==> src/hdl/cfq_pkg.sv <==
// Shared types and constants for the circular FIFO queue.
package cfq_pkg;

   localparam int DEPTH_DEFAULT      = 16;
   localparam int DATA_WIDTH_DEFAULT = 32;

   localparam int FUNC_W   = 2;
   localparam int VALUE_W  = 32;
   localparam int STATUS_W = 2;
   localparam int COUNT_W  = 5;

   typedef enum logic [FUNC_W-1:0] {
      FUNC_PUSH = 2'd0,
      FUNC_POP  = 2'd1,
      FUNC_PEEK = 2'd2
   } func_type;

   typedef enum logic [STATUS_W-1:0] {
      STATUS_OK    = 2'd0,
      STATUS_EMPTY = 2'd1,
      STATUS_FULL  = 2'd2
   } status_type;

   typedef struct packed {
      logic [FUNC_W-1:0]         func;
      logic signed [VALUE_W-1:0] value;
   } req_type;

   typedef struct packed {
      logic [STATUS_W-1:0]       status;
      logic signed [VALUE_W-1:0] front_value;
      logic signed [VALUE_W-1:0] back_value;
      logic [COUNT_W-1:0]        count;
   } rsp_type;

   // controller to datapath
   typedef struct packed {
      logic op_en;
      logic rd_en;
   } cmd_type;

endpackage

==> src/hdl/cfq_ctrl.sv <==
// Controller state machine: request handshake, read sequencing, response valid.
module cfq_ctrl (
   input  logic              clock,
   input  logic              reset,
   input  logic              req_valid,
   output logic              req_stall,
   output logic              rsp_valid,
   input  logic              rsp_stall,
   output cfq_pkg::cmd_type  cmd
);

   typedef enum logic [1:0] {
      ST_IDLE,
      ST_READ,
      ST_SHOW
   } state_type;

   state_type state_ff, state_in;
   logic      rsp_valid_ff, rsp_valid_in;
   logic      req_accept;

   always_comb begin
      // a new request may enter while the current response leaves
      req_stall  = !((state_ff == ST_IDLE) || ((state_ff == ST_SHOW) && !rsp_stall));
      req_accept = req_valid && !req_stall;
      cmd.op_en  = req_accept;
      cmd.rd_en  = (state_ff == ST_READ);
      rsp_valid  = rsp_valid_ff;
   end

   always_comb begin
      state_in     = state_ff;
      rsp_valid_in = rsp_valid_ff;
      case (state_ff)
         ST_IDLE: begin
            if (req_accept) begin
               state_in = ST_READ;
            end
         end
         ST_READ: begin
            state_in     = ST_SHOW;
            rsp_valid_in = 1'b1;
         end
         ST_SHOW: begin
            if (!rsp_stall) begin
               rsp_valid_in = 1'b0;
               state_in     = req_accept ? ST_READ : ST_IDLE;
            end
         end
         default: begin
            state_in     = ST_IDLE;
            rsp_valid_in = 1'b0;
         end
      endcase
   end

   always_ff @(posedge clock) begin
      if (reset) begin
         state_ff     <= ST_IDLE;
         rsp_valid_ff <= 1'b0;
      end else begin
         state_ff     <= state_in;
         rsp_valid_ff <= rsp_valid_in;
      end
   end

endmodule

==> src/hdl/cfq_dpath.sv <==
// Datapath: entry memory, head/tail/count registers and response fields.
module cfq_dpath #(
   parameter int DEPTH      = cfq_pkg::DEPTH_DEFAULT,
   parameter int DATA_WIDTH = cfq_pkg::DATA_WIDTH_DEFAULT
) (
   input  logic              clock,
   input  logic              reset,
   input  cfq_pkg::cmd_type  cmd,
   input  cfq_pkg::req_type  req_data,
   output cfq_pkg::rsp_type  rsp_data
);

   localparam int AW = (DEPTH > 1) ? $clog2(DEPTH) : 1;
   localparam int CW = $clog2(DEPTH + 1);

   logic [DATA_WIDTH-1:0] mem_ff [DEPTH];

   logic [AW-1:0]               head_ff, head_in;
   logic [AW-1:0]               tail_ff, tail_in;
   logic [AW-1:0]               last_ff, last_in;
   logic [CW-1:0]               count_ff, count_in;
   logic [cfq_pkg::STATUS_W-1:0] status_ff, status_in;
   logic                        wr_en;
   logic signed [63:0]          value_ext;
   logic signed [DATA_WIDTH-1:0] rd_front_ff, rd_back_ff;
   logic signed [63:0]          front_ext, back_ext;
   logic [63:0]                 count_ext;
   logic                        is_full, is_empty;

   function automatic logic [AW-1:0] wrap_inc(input logic [AW-1:0] idx);
      logic [AW-1:0] res;
      if (idx == AW'(DEPTH - 1)) begin
         res = '0;
      end else begin
         res = idx + AW'(1);
      end
      return res;
   endfunction

   always_comb begin
      is_full   = (count_ff == CW'(DEPTH));
      is_empty  = (count_ff == '0);
      value_ext = 64'(req_data.value);
      head_in   = head_ff;
      tail_in   = tail_ff;
      last_in   = last_ff;
      count_in  = count_ff;
      status_in = cfq_pkg::STATUS_OK;
      wr_en     = 1'b0;
      case (req_data.func)
         cfq_pkg::FUNC_PUSH: begin
            if (is_full) begin
               status_in = cfq_pkg::STATUS_FULL;
            end else begin
               wr_en    = 1'b1;
               last_in  = tail_ff;
               tail_in  = wrap_inc(tail_ff);
               count_in = count_ff + CW'(1);
            end
         end
         cfq_pkg::FUNC_POP: begin
            if (is_empty) begin
               status_in = cfq_pkg::STATUS_EMPTY;
            end else begin
               head_in  = wrap_inc(head_ff);
               count_in = count_ff - CW'(1);
            end
         end
         default: begin
            // peek, and the unused code behaves the same
            if (is_empty) begin
               status_in = cfq_pkg::STATUS_EMPTY;
            end
         end
      endcase
   end

   always_ff @(posedge clock) begin
      if (reset) begin
         head_ff  <= '0;
         tail_ff  <= '0;
         last_ff  <= '0;
         count_ff <= '0;
      end else if (cmd.op_en) begin
         head_ff  <= head_in;
         tail_ff  <= tail_in;
         last_ff  <= last_in;
         count_ff <= count_in;
      end
   end

   always_ff @(posedge clock) begin
      if (cmd.op_en) begin
         status_ff <= status_in;
      end
   end

   always_ff @(posedge clock) begin
      if (cmd.op_en && wr_en) begin
         mem_ff[tail_ff] <= value_ext[DATA_WIDTH-1:0];
      end
   end

   always_ff @(posedge clock) begin
      if (cmd.rd_en) begin
         rd_front_ff <= mem_ff[head_ff];
         rd_back_ff  <= mem_ff[last_ff];
      end
   end

   always_comb begin
      front_ext = 64'(rd_front_ff);
      back_ext  = 64'(rd_back_ff);
      count_ext = 64'(count_ff);
      rsp_data.status      = status_ff;
      rsp_data.front_value = is_empty ? '0 : front_ext[cfq_pkg::VALUE_W-1:0];
      rsp_data.back_value  = is_empty ? '0 : back_ext[cfq_pkg::VALUE_W-1:0];
      rsp_data.count       = count_ext[cfq_pkg::COUNT_W-1:0];
   end

endmodule

==> src/hdl/circular_fifo_queue_top.sv <==
// Circular FIFO queue of signed words: controller and datapath.
//
// Each request pushes a word, pops the oldest entry or peeks; every request returns
// one response with a status, the oldest and newest entries after the operation
// (zero when the queue is empty) and the entry count. A push onto a full queue is
// dropped with a full status; a pop or peek on an empty queue reports empty.
// A request runs through the READ and SHOW states: the operation updates the pointers
// and writes the entry memory at acceptance, then the READ state reads the oldest and
// newest entries through the memory's registered read ports, and the SHOW state holds
// the response. The next request is taken in the cycle the response leaves, so a new
// request is never accepted while an earlier one is still in flight. The memory needs
// no clearing after reset; only entries that were written are ever shown.
module circular_fifo_queue_top #(
   parameter int DEPTH      = cfq_pkg::DEPTH_DEFAULT,
   parameter int DATA_WIDTH = cfq_pkg::DATA_WIDTH_DEFAULT
) (
   input  logic              clock,
   input  logic              reset,
   input  logic              req_valid,
   output logic              req_stall,
   input  cfq_pkg::req_type  req_data,
   output logic              rsp_valid,
   input  logic              rsp_stall,
   output cfq_pkg::rsp_type  rsp_data
);

   cfq_pkg::cmd_type cmd;

   cfq_ctrl u_ctrl (
      .clock     (clock),
      .reset     (reset),
      .req_valid (req_valid),
      .req_stall (req_stall),
      .rsp_valid (rsp_valid),
      .rsp_stall (rsp_stall),
      .cmd       (cmd)
   );

   cfq_dpath #(
      .DEPTH      (DEPTH),
      .DATA_WIDTH (DATA_WIDTH)
   ) u_dpath (
      .clock    (clock),
      .reset    (reset),
      .cmd      (cmd),
      .req_data (req_data),
      .rsp_data (rsp_data)
   );

endmodule

==> config.mk <==
export PLATFORM = sky130hd
export DESIGN_NAME = circular_fifo_queue_top
export DESIGN_NICKNAME = d
export VERILOG_FILES = /design/src/hdl/cfq_pkg.sv /design/src/hdl/cfq_ctrl.sv /design/src/hdl/cfq_dpath.sv /design/src/hdl/circular_fifo_queue_top.sv
export SDC_FILE = /design/constraint.sdc
export NUM_CORES = 1
export LEC_CHECK = 0
export BUFFER_PORTS_ARGS = -buffer_cell sky130_fd_sc_hd__buf_2
export CAP_MARGIN = 20
export CORE_ASPECT_RATIO = 0.75
export CORE_UTILIZATION = 40
export CTS_CLUSTER_SIZE = 25
export DETAILED_ROUTE_END_ITERATION = 16
export PLACE_DENSITY = 0.58
export SYNTH_ARGS = -nofsm -noshare
export SYNTH_HDL_FRONTEND = slang
export SYNTH_HIERARCHICAL = 1
export SYNTH_SLANG_ARGS = --single-unit
==> constraint.sdc <==
create_clock -name clock -period 10.71 [get_ports clock]
set_clock_uncertainty 0.1 [all_clocks]
set_input_delay 0 -clock clock [delete_from_list [all_inputs] [get_ports clock]]
set_output_delay 0 -clock clock [all_outputs]
set_load 0.01 [all_outputs]
# Yosys cells after proc, flatten, opt, wreduce, memory -nomap -nowiden
# Memory sizes are Yosys's and may differ from the RTL's. A register that Yosys moved wholly into a read port is not among the register bits.
# Cells that the tools add are included.
[totals] in_bits=38 output_inout_bits=73 mem_count=1 ram_bits=512 ff_bits=22
[op_classes] n_mux=20 reduce_logical=15 bitwise=3 n_addsub=4 eq_ne=10
[mem_list] memory="u_dpath.mem_ff" words=16 width=32 rd=2 rd_clocked_by_memory_dff=2 write_ports=1 line_no="cfq_dpath.sv:16" text="logic [DATA_WIDTH-1:0] mem_ff [DEPTH];"
[ops] cell="$mux W32" n=2
[ops] cell="$mux W5" n=2
[ops] cell="$pmux W5 S2" n=1
[ops] cell="$add A4 B1 Y4 const B" n=2
[ops] cell="$eq A4 B4 Y1 const B" n=2
[ops] cell="$mux W2" n=4
[ops] cell="$mux W4" n=2
[ops] cell="$mux W1" n=7
[ops] cell="$ne A2 B2 Y1 const B" n=3
[ops] cell="$pmux W2 S3" n=1
[ops] cell="$reduce_and A3 Y1" n=2
[ops] cell="$add A5 B1 Y5 const B" n=1
[ops] cell="$eq A5 B5 Y1 const B" n=1
[ops] cell="$logic_not A5 Y1" n=1
[ops] cell="$sub A5 B1 Y5 const B" n=1
[ops] cell="$eq A2 B1 Y1 const B" n=2
[ops] cell="$logic_not A2 Y1" n=2
[ops] cell="$reduce_and A2 Y1" n=2
[ops] cell="$reduce_and A4 Y1" n=1
[ops] cell="$logic_and A1 B1 Y1" n=3
[ops] cell="$not A1 Y1" n=3
[ops] cell="$pmux W1 S3" n=1
[ops] cell="$eq A2 B2 Y1 const B" n=1
[ops] cell="$logic_not A1 Y1" n=2
[ops] cell="3 further kinds" n=3

# Longest topological paths before layout
# Gate-level depths: netlist of run 1.
[logic_depth] depth_word=7 ltp_mapped=9

# By module
# The synthesis of run 1 kept the hierarchy.
[by_module_without_submodules] module="cfq_dpath" n_inst=1 cells_each=1324 area_each_um2=26321.5 seq_area_each_um2=17697.0
[by_module_without_submodules] module="cfq_ctrl" n_inst=1 cells_each=16 area_each_um2=166.4 seq_area_each_um2=60.1

# Worst setup path before layout of run 1
# Ideal clock, no wire load.
[synth_path] path_kind="register to register" start="reg u_ctrl.state_ff[1]" end="mem u_dpath/mem_ff[0][0] (netlist name) (enable)" t_required_ps=10149 path_slack_ps=6320 stages_incl_launch_ff=10 arrival_ps=3829 path_cell_list="dfxtp_1 -> and2_4 -> nor3b_1 -> buf_4 -> nand2b_1 -> clkbuf_1 -> a211oi_1 -> buf_4 -> nand2_1 -> nor3_1"
[synth_between] elab_chain_cells=7 elab_cells_between_ends=8
[synth_lines] item="start: declaration" line_no="cfq_ctrl.sv:18" text="state_type state_ff, state_in;"
[synth_lines] item="start signal: assignment" line_no="cfq_ctrl.sv:62" text="state_ff <= state_in;"
[synth_lines] item="$eq A2 B2 Y1" line_no="cfq_ctrl.sv:24" text="req_stall = !((state_ff == ST_IDLE) || ((state_ff == ST_SHOW) && !rsp_stall));"
[synth_lines] item="$logic_and A1 B1 Y1" line_no="cfq_ctrl.sv:24"
[synth_lines] item="$logic_or A1 B1 Y1 *" line_no="cfq_ctrl.sv:24"
[synth_lines] item="$logic_and A1 B1 Y1 *" line_no="cfq_ctrl.sv:25" text="req_accept = req_valid && !req_stall;"
[synth_lines] item="via u_ctrl.req_accept" line_no="cfq_ctrl.sv:20" text="logic req_accept;"
[synth_lines] item="$logic_and A1 B1 Y1 *" line_no="cfq_dpath.sv:99" text="if (cmd.op_en && wr_en) begin"
[synth_lines] item="$mux W1 *" line_no="cfq_dpath.sv:99"
[synth_lines] item="$mux W1 (implied by the code) *" line_no="cfq_dpath.sv:100" text="mem_ff[tail_ff] <= value_ext[DATA_WIDTH-1:0];"
[synth_lines] item="end: declaration" line_no="cfq_dpath.sv:16"
# The timed path passes the listed nets; every way through them passes the cells marked *.

==> impl_results.md, run 1 <==
- # H-tree levels: 2
- Slowest CP cell: a211oi_2
- XOR/XNOR Fraction of Synth Area: less than 1%
- Clk_lat worst skew: 620 ps
- Top cell family by delay on the critical path: simple AND/OR/NAND/NOR gates
- Status: complete, no violations
- Vias in the first global route: 14823
- Synth Flop Type: edfxtp_1
- Vias post-DR: roughly 14000
- Setup CP Type: reg2reg
- Number of enable flip-flop cells after synthesis: 578
- Main combinational cell family by area after synthesis: multiplexers
- Starting DRT DRC Count: ~1200
- Sink Count: around 600
- Slew HR: 23.7%
- Element type at the critical path end: flip-flop
- Final period util: 42.0%
- CP arrival: 4700 ps
- Hold crit path type: in2reg
- Flops & latches, synth: 598
- Die area: between 60000 and 70000 µm²
- Ys async rst share: 0%
- Met1 usage: between 20 and 30%
- Hold Path End: u_dpath/status_ff[0]
- Pleak: around 9.5 nW
- R2R Path Start: u_ctrl/state_ff[1]
- Cell Area, Synth: 26500 µm²
- Total GRT Usage: 19.9%
- Slew of the pin with the lowest slew margin: 1140 ps
- Distinct cells, synth: 49
- Clock Path Buffers: 3
- Routed Wire Length: 66000 µm
- Worst path buffer plus inverter count: 1
- Peak supply drop: 0.0000936 V
- Area share of fa/ha/maj cells after synthesis: 0.331%
- Post-layout minimum cycle time: 4500 ps
- Reg clk slew, reported paths: around 70 ps
- GRT met3 Usage: 3.00%
- Layout cell share with drive strength beyond 1: roughly 34%
- Nets@finish: roughly 1500
- Worst Hold Depth: 3
- Synthesized instance count: 1340
- R2R cell count: 7
- Resize count post-CTS: 0
- Per-cell routed wire length: 27.5 µm
- RSZ-0062 raised after global routing: no
- Grt met2 use: 32.6%
- Clock Root Buffer: clkbuf_16
- Post-synthesis compound-gate area fraction: between 4 and 5%
- Fmax: 222 MHz
- CTS Buf Count: 59
- Total of warnings raised by yosys: 6
- Crit path launch type: flip-flop
- ANT cells: 0
- Hold Path Origin: req_data[33]
- Post-Syn Nets: 1385
- First-pass GRT wire length: 98000 µm
- Largest net degree at the start of global routing: 96
- Setup slack, reg-to-reg: just over 6000 ps
- Pre-antenna DRT Iters: 5
- Power Total: 4.85 mW
- Most common cell after layout, fill and taps aside: edfxtp_1
- Synth Area per Inst: about 20 µm²
- PortBufs: 110
- Initial Util: 40.5%
- Total gr overflow: 0
- Die height: approximately 220 µm
- P&R area growth vs syn: 14.8%
- Critical-path cell list: and2_4 -> nor3b_1 -> nand2b_1 -> a211oi_2 -> nand2_1 -> nor2_4 -> buf_4
- Reg2reg end: u_dpath/mem_ff[6][11]
- Max-cap viol count: 0
- DP HPWL: roughly 36000 µm
- TritonCTS clock tree: yes
- Most frequent cells in the layout: edfxtp_1, mux4_2, a22oi_1
- Std-Cell Rows: 81
- Final Max Slew Viols: 0
- Post-DRT Antenna Nets: 0
- Drt via density: 5.93
- I/O pins: 111
- Req. time, crit path: 10900 ps
- Final instance area: 30400 µm²
- Final Hold Violating Endpoints: 0
- Area after DPL: 28100 µm²
- Final setup vio count: 0
- Seq/Total Area, Yosys: 67.0%
- Synth Area in Simple Gates: 3.85%
- Die X: 299 µm
- WHS: 196 ps
- CP peak stage delay: 860 ps
- Final Util: between 40 and 50%
- Mux contribution to synthesized area: 22.1%
- Power Density: 160 nW/µm²
- Core outline area: 65400 µm²
- Final TNS setup: 0 ps
- Max FO, Critical Path: 19
- Most Crowded Layer GR: met2
- Initial antenna violation count: 1
- # DRC: 0
- GPL Wtd Cong: ~0.74
[layer usage]
| layer | routed length (µm) | share of wire (%) |
|---|---|---|
| met3 | 3860 | 5.9 |
| met2 | 32100 | 49 |
| met1 | 29000 | 44 |
| met5 | 0 | 0 |
| met4 | 1020 | 1.6 |
[through the flow]
stage                     std cells  setup slack (ps)
after global routing           2396              5980
final                          2396              6210
after global placement         2246              6330
after detailed placement       2248              6240
after floorplan                1340              6320
after CTS                      2396              6220
[final cells by class]
type / instances / area (µm²)
Fill cell: 5529 / 35000
Sequential cell: 598 / 17800
Multi-Input combinational cell: 632 / 8370
Clock buffer: 67 / 1510
Timing Repair Buffer: 182 / 1250
Tap cell: 871 / 1090
Clock inverter: 41 / 394
Inverter: 5 / 18.8
[how the worst max path moves through the flow]
stage	slack (ps)	start	endpoint	depth (start not counted)
final	6210	u_ctrl/state_ff[1]	u_dpath/mem_ff[6][11]	7
after global routing	5980	u_ctrl/state_ff[1]	u_dpath/mem_ff[6][11]	7
after CTS	6220	u_ctrl/state_ff[1]	u_dpath/mem_ff[6][11]	7
after detailed placement	6240	u_ctrl/state_ff[1]	u_dpath/mem_ff[6][11]	7
after global placement	6330	u_ctrl/state_ff[1]	u_dpath/mem_ff[6][11]	7
after floorplan	6320	u_ctrl/state_ff[1]	u_dpath/mem_ff[0][0]	9
[synth_stat cells (2+ instances only)]
cell      instances  area, µm²
edfxtp_1        578      17400
mux4_2          256       5770
a22oi_1         128        961
nand2_1          74        278
nor2b_1          69        432
clkbuf_1         55        206
nor2_1           30        113
buf_2            27        135
dfxtp_1          20        400
buf_4            15        113
a21oi_1           8       40.0
mux2i_1           8       80.1
ha_1              7       87.6
nor3_1            6       30.0
inv_1             5       18.8
nand2b_1          5       31.3
buf_1             4       15.0
buf_6             4       45.0
nor3b_1           3       22.5
xor2_1            3       26.3
a211oi_1          2       15.0
a21o_1            2       15.0
a31oi_1           2       12.5
and2_1            2       12.5
or3_1             2       12.5
xnor2_1           2       17.5
[power breakdown]
group          switching (mW)  internal, mW
combinational           0.113        0.0766
sequential             0.0105          2.58
clock                   0.895          1.18
total                    1.02          3.83
[kinds of logic (layout without fill, tap and decap cells)]
kind of cell,count (synthesis),after routing
multiplexers,265,265
flip-flops,598,598
AND/OR/NAND/NOR,199,199
XOR/XNOR,5,5
buffers and inverters,110,295
adder cells (fa/ha/maj),7,7
AO/OA/AOI/OAI,156,156
[flip-flops by register name, indices dropped and copies added (netlist names)]
signal,count
u_dpath/count_ff,5
u_dpath/rd_front_ff,32
u_ctrl/state_ff,2
u_dpath/status_ff,2
u_dpath/tail_ff,4
u_dpath/head_ff,4
u_dpath/last_ff,4
u_ctrl/rsp_valid,1
u_dpath/rd_back_ff,32
u_dpath/mem_ff,512
[timing repair]
action / CTS / global route
setup buffers: 0 / 0
endpoints found under the hold margin: 536 / 0
hold buffers: 40 / 0
[tightest hold or removal path, cell delays in order]
cell and delay, ps:
dlygate4sd3_1 530, buf_2 150, o21a_1 130
Power figures use the tool's default switching activity.
==> run 2: changes to the inputs <==
--- a/config.mk
+++ b/config.mk
@@ -11,7 +11,7 @@
 export CORE_UTILIZATION = 40
 export CTS_CLUSTER_SIZE = 25
 export DETAILED_ROUTE_END_ITERATION = 16
-export PLACE_DENSITY = 0.58
+export PLACE_DENSITY = 0.6
 export SYNTH_ARGS = -nofsm -noshare
 export SYNTH_HDL_FRONTEND = slang
 export SYNTH_HIERARCHICAL = 1
==> constraint.sdc (replaced) <==
create_clock -name clock -period 3.8 [get_ports clock]
set_clock_uncertainty 0.1 [all_clocks]
set_input_delay 0 -clock clock [delete_from_list [all_inputs] [get_ports clock]]
set_output_delay 0 -clock clock [all_outputs]
set_load 0.01 [all_outputs]
==> run 2 against run 1 <==
Effect of this change: clock power grew to 3.0 times the previous value; fmax is 41% higher; setup slack worse by 5600 ps; first-iteration DRC count is 4.6% lower; largest cell class unchanged; largest power group unchanged.
==> impl_results.md, run 2 (synthesis gave the netlist of run 1 again) <==
- RSZ-0062 raised after global routing: no
- Int Pwr: 11.2 mW
- Status: complete, no violations
- Max reg flops: 512
- Most common cell after layout, fill and taps aside: edfxtp_1
- Max-cap viol count: 0
- Peak supply drop: 0.000306 V
- Final Hold Violating Endpoints: 0
- Slowest CP cell: nor2_4
- Combinational share of power: around 4.0%
- Reg clk slew, reported paths: 60 ps
- Total GRT Usage: between 10% and 20%
- Hold crit path type: in2reg
- Setup Buffers After CTS: 0
- Req. time, crit path: approximately 4000 ps
- Nets@finish: 1553
- NetSw: roughly 3 mW
- Placed Cells: 2278
- Core outline area: 65400 µm²
- Final period util: 84.1%
- Final instance area: 31000 µm²
- CP arrival: 3410 ps
- Clk_lat worst skew: 650 ps
- Post-DRT Antenna Nets: 0
- Die X: 299 µm
- # H-tree levels: 2
- Largest net degree at the start of global routing: 66
- DP HPWL: 39400 µm
- TritonCTS clock tree: yes
- Clock Path Buffers: 3
- P&R area growth vs syn: 17.1%
- Final Max Slew Viols: 0
- Fmax: 313 MHz
- Final TNS setup: 0 ps
- I/O pins: 111
- Per-cell routed wire length: 26.8 µm
- Final Util: 47.4%
- Element type at the critical path end: flip-flop
- Drt via density: a little under 6
- Switching share of total power: between 20% and 30%
- ANT cells: 0
- Std-Cell Rows: 81
- Critical-path cell list: and2_4 -> nor3b_1 -> buf_4 -> nand2b_1 -> a211oi_2 -> nand2_1 -> nor2_4 -> buf_12
- Crit path launch type: flip-flop
- Layout cell share with drive strength beyond 1: 36.3%
- Total gr overflow: 0
- Slew HR: between 20% and 30%
- Max FO, Critical Path: 22
- Initial antenna violation count: 1
- Pleak: 9.70 nW
- Top reg by flops: u_dpath/mem_ff
- Clock share of power: 44.3%
- Post-layout minimum cycle time: 3200 ps
- CP peak stage delay: 540 ps
- Routed Wire Length: 64900 µm
- Starting DRT DRC Count: 1172
- Slew of the pin with the lowest slew margin: about 1100 ps
- Vias post-DR: 14302
- Area after DPL: about 29000 µm²
- Pre-antenna DRT Iters: 8
- Die height: 225 µm
- GPL Wtd Cong: just under 0.8
- Power Density: 455 nW/µm²
- Setup CP Type: reg2reg
- Sink Count: roughly 600
- # DRC: 0
- Largest regs: u_dpath/mem_ff x512, u_dpath/rd_back_ff x32, u_dpath/rd_front_ff x32
- Die area: 67300 µm²
- PortBufs: 110
- Non-Filler Instances: 2425
- Most frequent cells in the layout: edfxtp_1, mux4_2, a22oi_1
- Final setup vio count: 0
- Clock Root Buffer: clkbuf_16
- Vias in the first global route: approximately 15000
- Part of the power in registers: 51.7%
- CTS Buf Count: 59
- First-pass GRT wire length: 97000 µm
- Initial Util: between 40% and 50%
==> run 2: power groups by stage <==
stage,Clock (mW),Combinational [mW],Sequential (mW)
final,6.26,0.561,7.30
after global routing,6.62,0.620,7.30
after CTS,6.39,0.579,7.30
after detailed placement,0,0.544,7.44
after global placement,0,0.539,7.44
after floorplan,0,0.299,7.43
==> run 2: layout make-up <==
| class | count | area, µm² |
|---|---|---|
| fill | 5412 | 34400 |
| clock inverter | 44 | 609 |
| clock buffer | 63 | 1490 |
| tap | 871 | 1090 |
| multi-input combinational | 632 | 8390 |
| timing repair buffer | 212 | 1640 |
| sequential | 598 | 17800 |
| inverter | 5 | 18.8 |
==> run 2: final timing paths <==
check | startpoint | to | slack [ps] | cells past startpoint
max reg2reg | u_ctrl/state_ff[1] | u_dpath/mem_ff[5][30] | 600 | 8
min reg2reg | u_dpath/tail_ff[1] | u_dpath/tail_ff[1] | 520 | 2
min | req_data[28] | u_dpath/mem_ff[15][28] | 170 | 2
max | u_ctrl/state_ff[1] | u_dpath/mem_ff[5][30] | 600 | 8
==> run 2: worst max-delay path: cells and delay by family, from the launching register on <==
kind	cells	cell delay, ps
AOI/OAI and AO/OA	1	520
buffers and inverters	2	460
and+or+nand+nor	5	1440
DFF	1	350
==> run 2: metrics by stage <==
stage	setup WS, ps	power (mW)	hold slack, ps
after floorplan	268	7.73	-35.4
after global placement	675	7.98	202
after detailed placement	633	7.99	205
after CTS	611	14.3	148
after global routing	458	14.5	182
final	604	14.1	167
==> run 2: layer usage <==
| metal | GRT usage (%) | vias to the layer above | routed length [µm] |
|---|---|---|---|
| li1 | - | 6036 | - |
| met1 | 27.6 | 7674 | 28100 |
| met2 | 31.2 | 501 | 31400 |
| met3 | 3.65 | 89 | 4160 |
| met4 | 5.46 | 2 | 1300 |
| met5 | 0 | - | 13 |
==> run 2: repair_timing <==
action,in CTS,in global routing
hold buffers,40,0
endpoints found under the hold margin,536,0
gates resized for setup,0,0
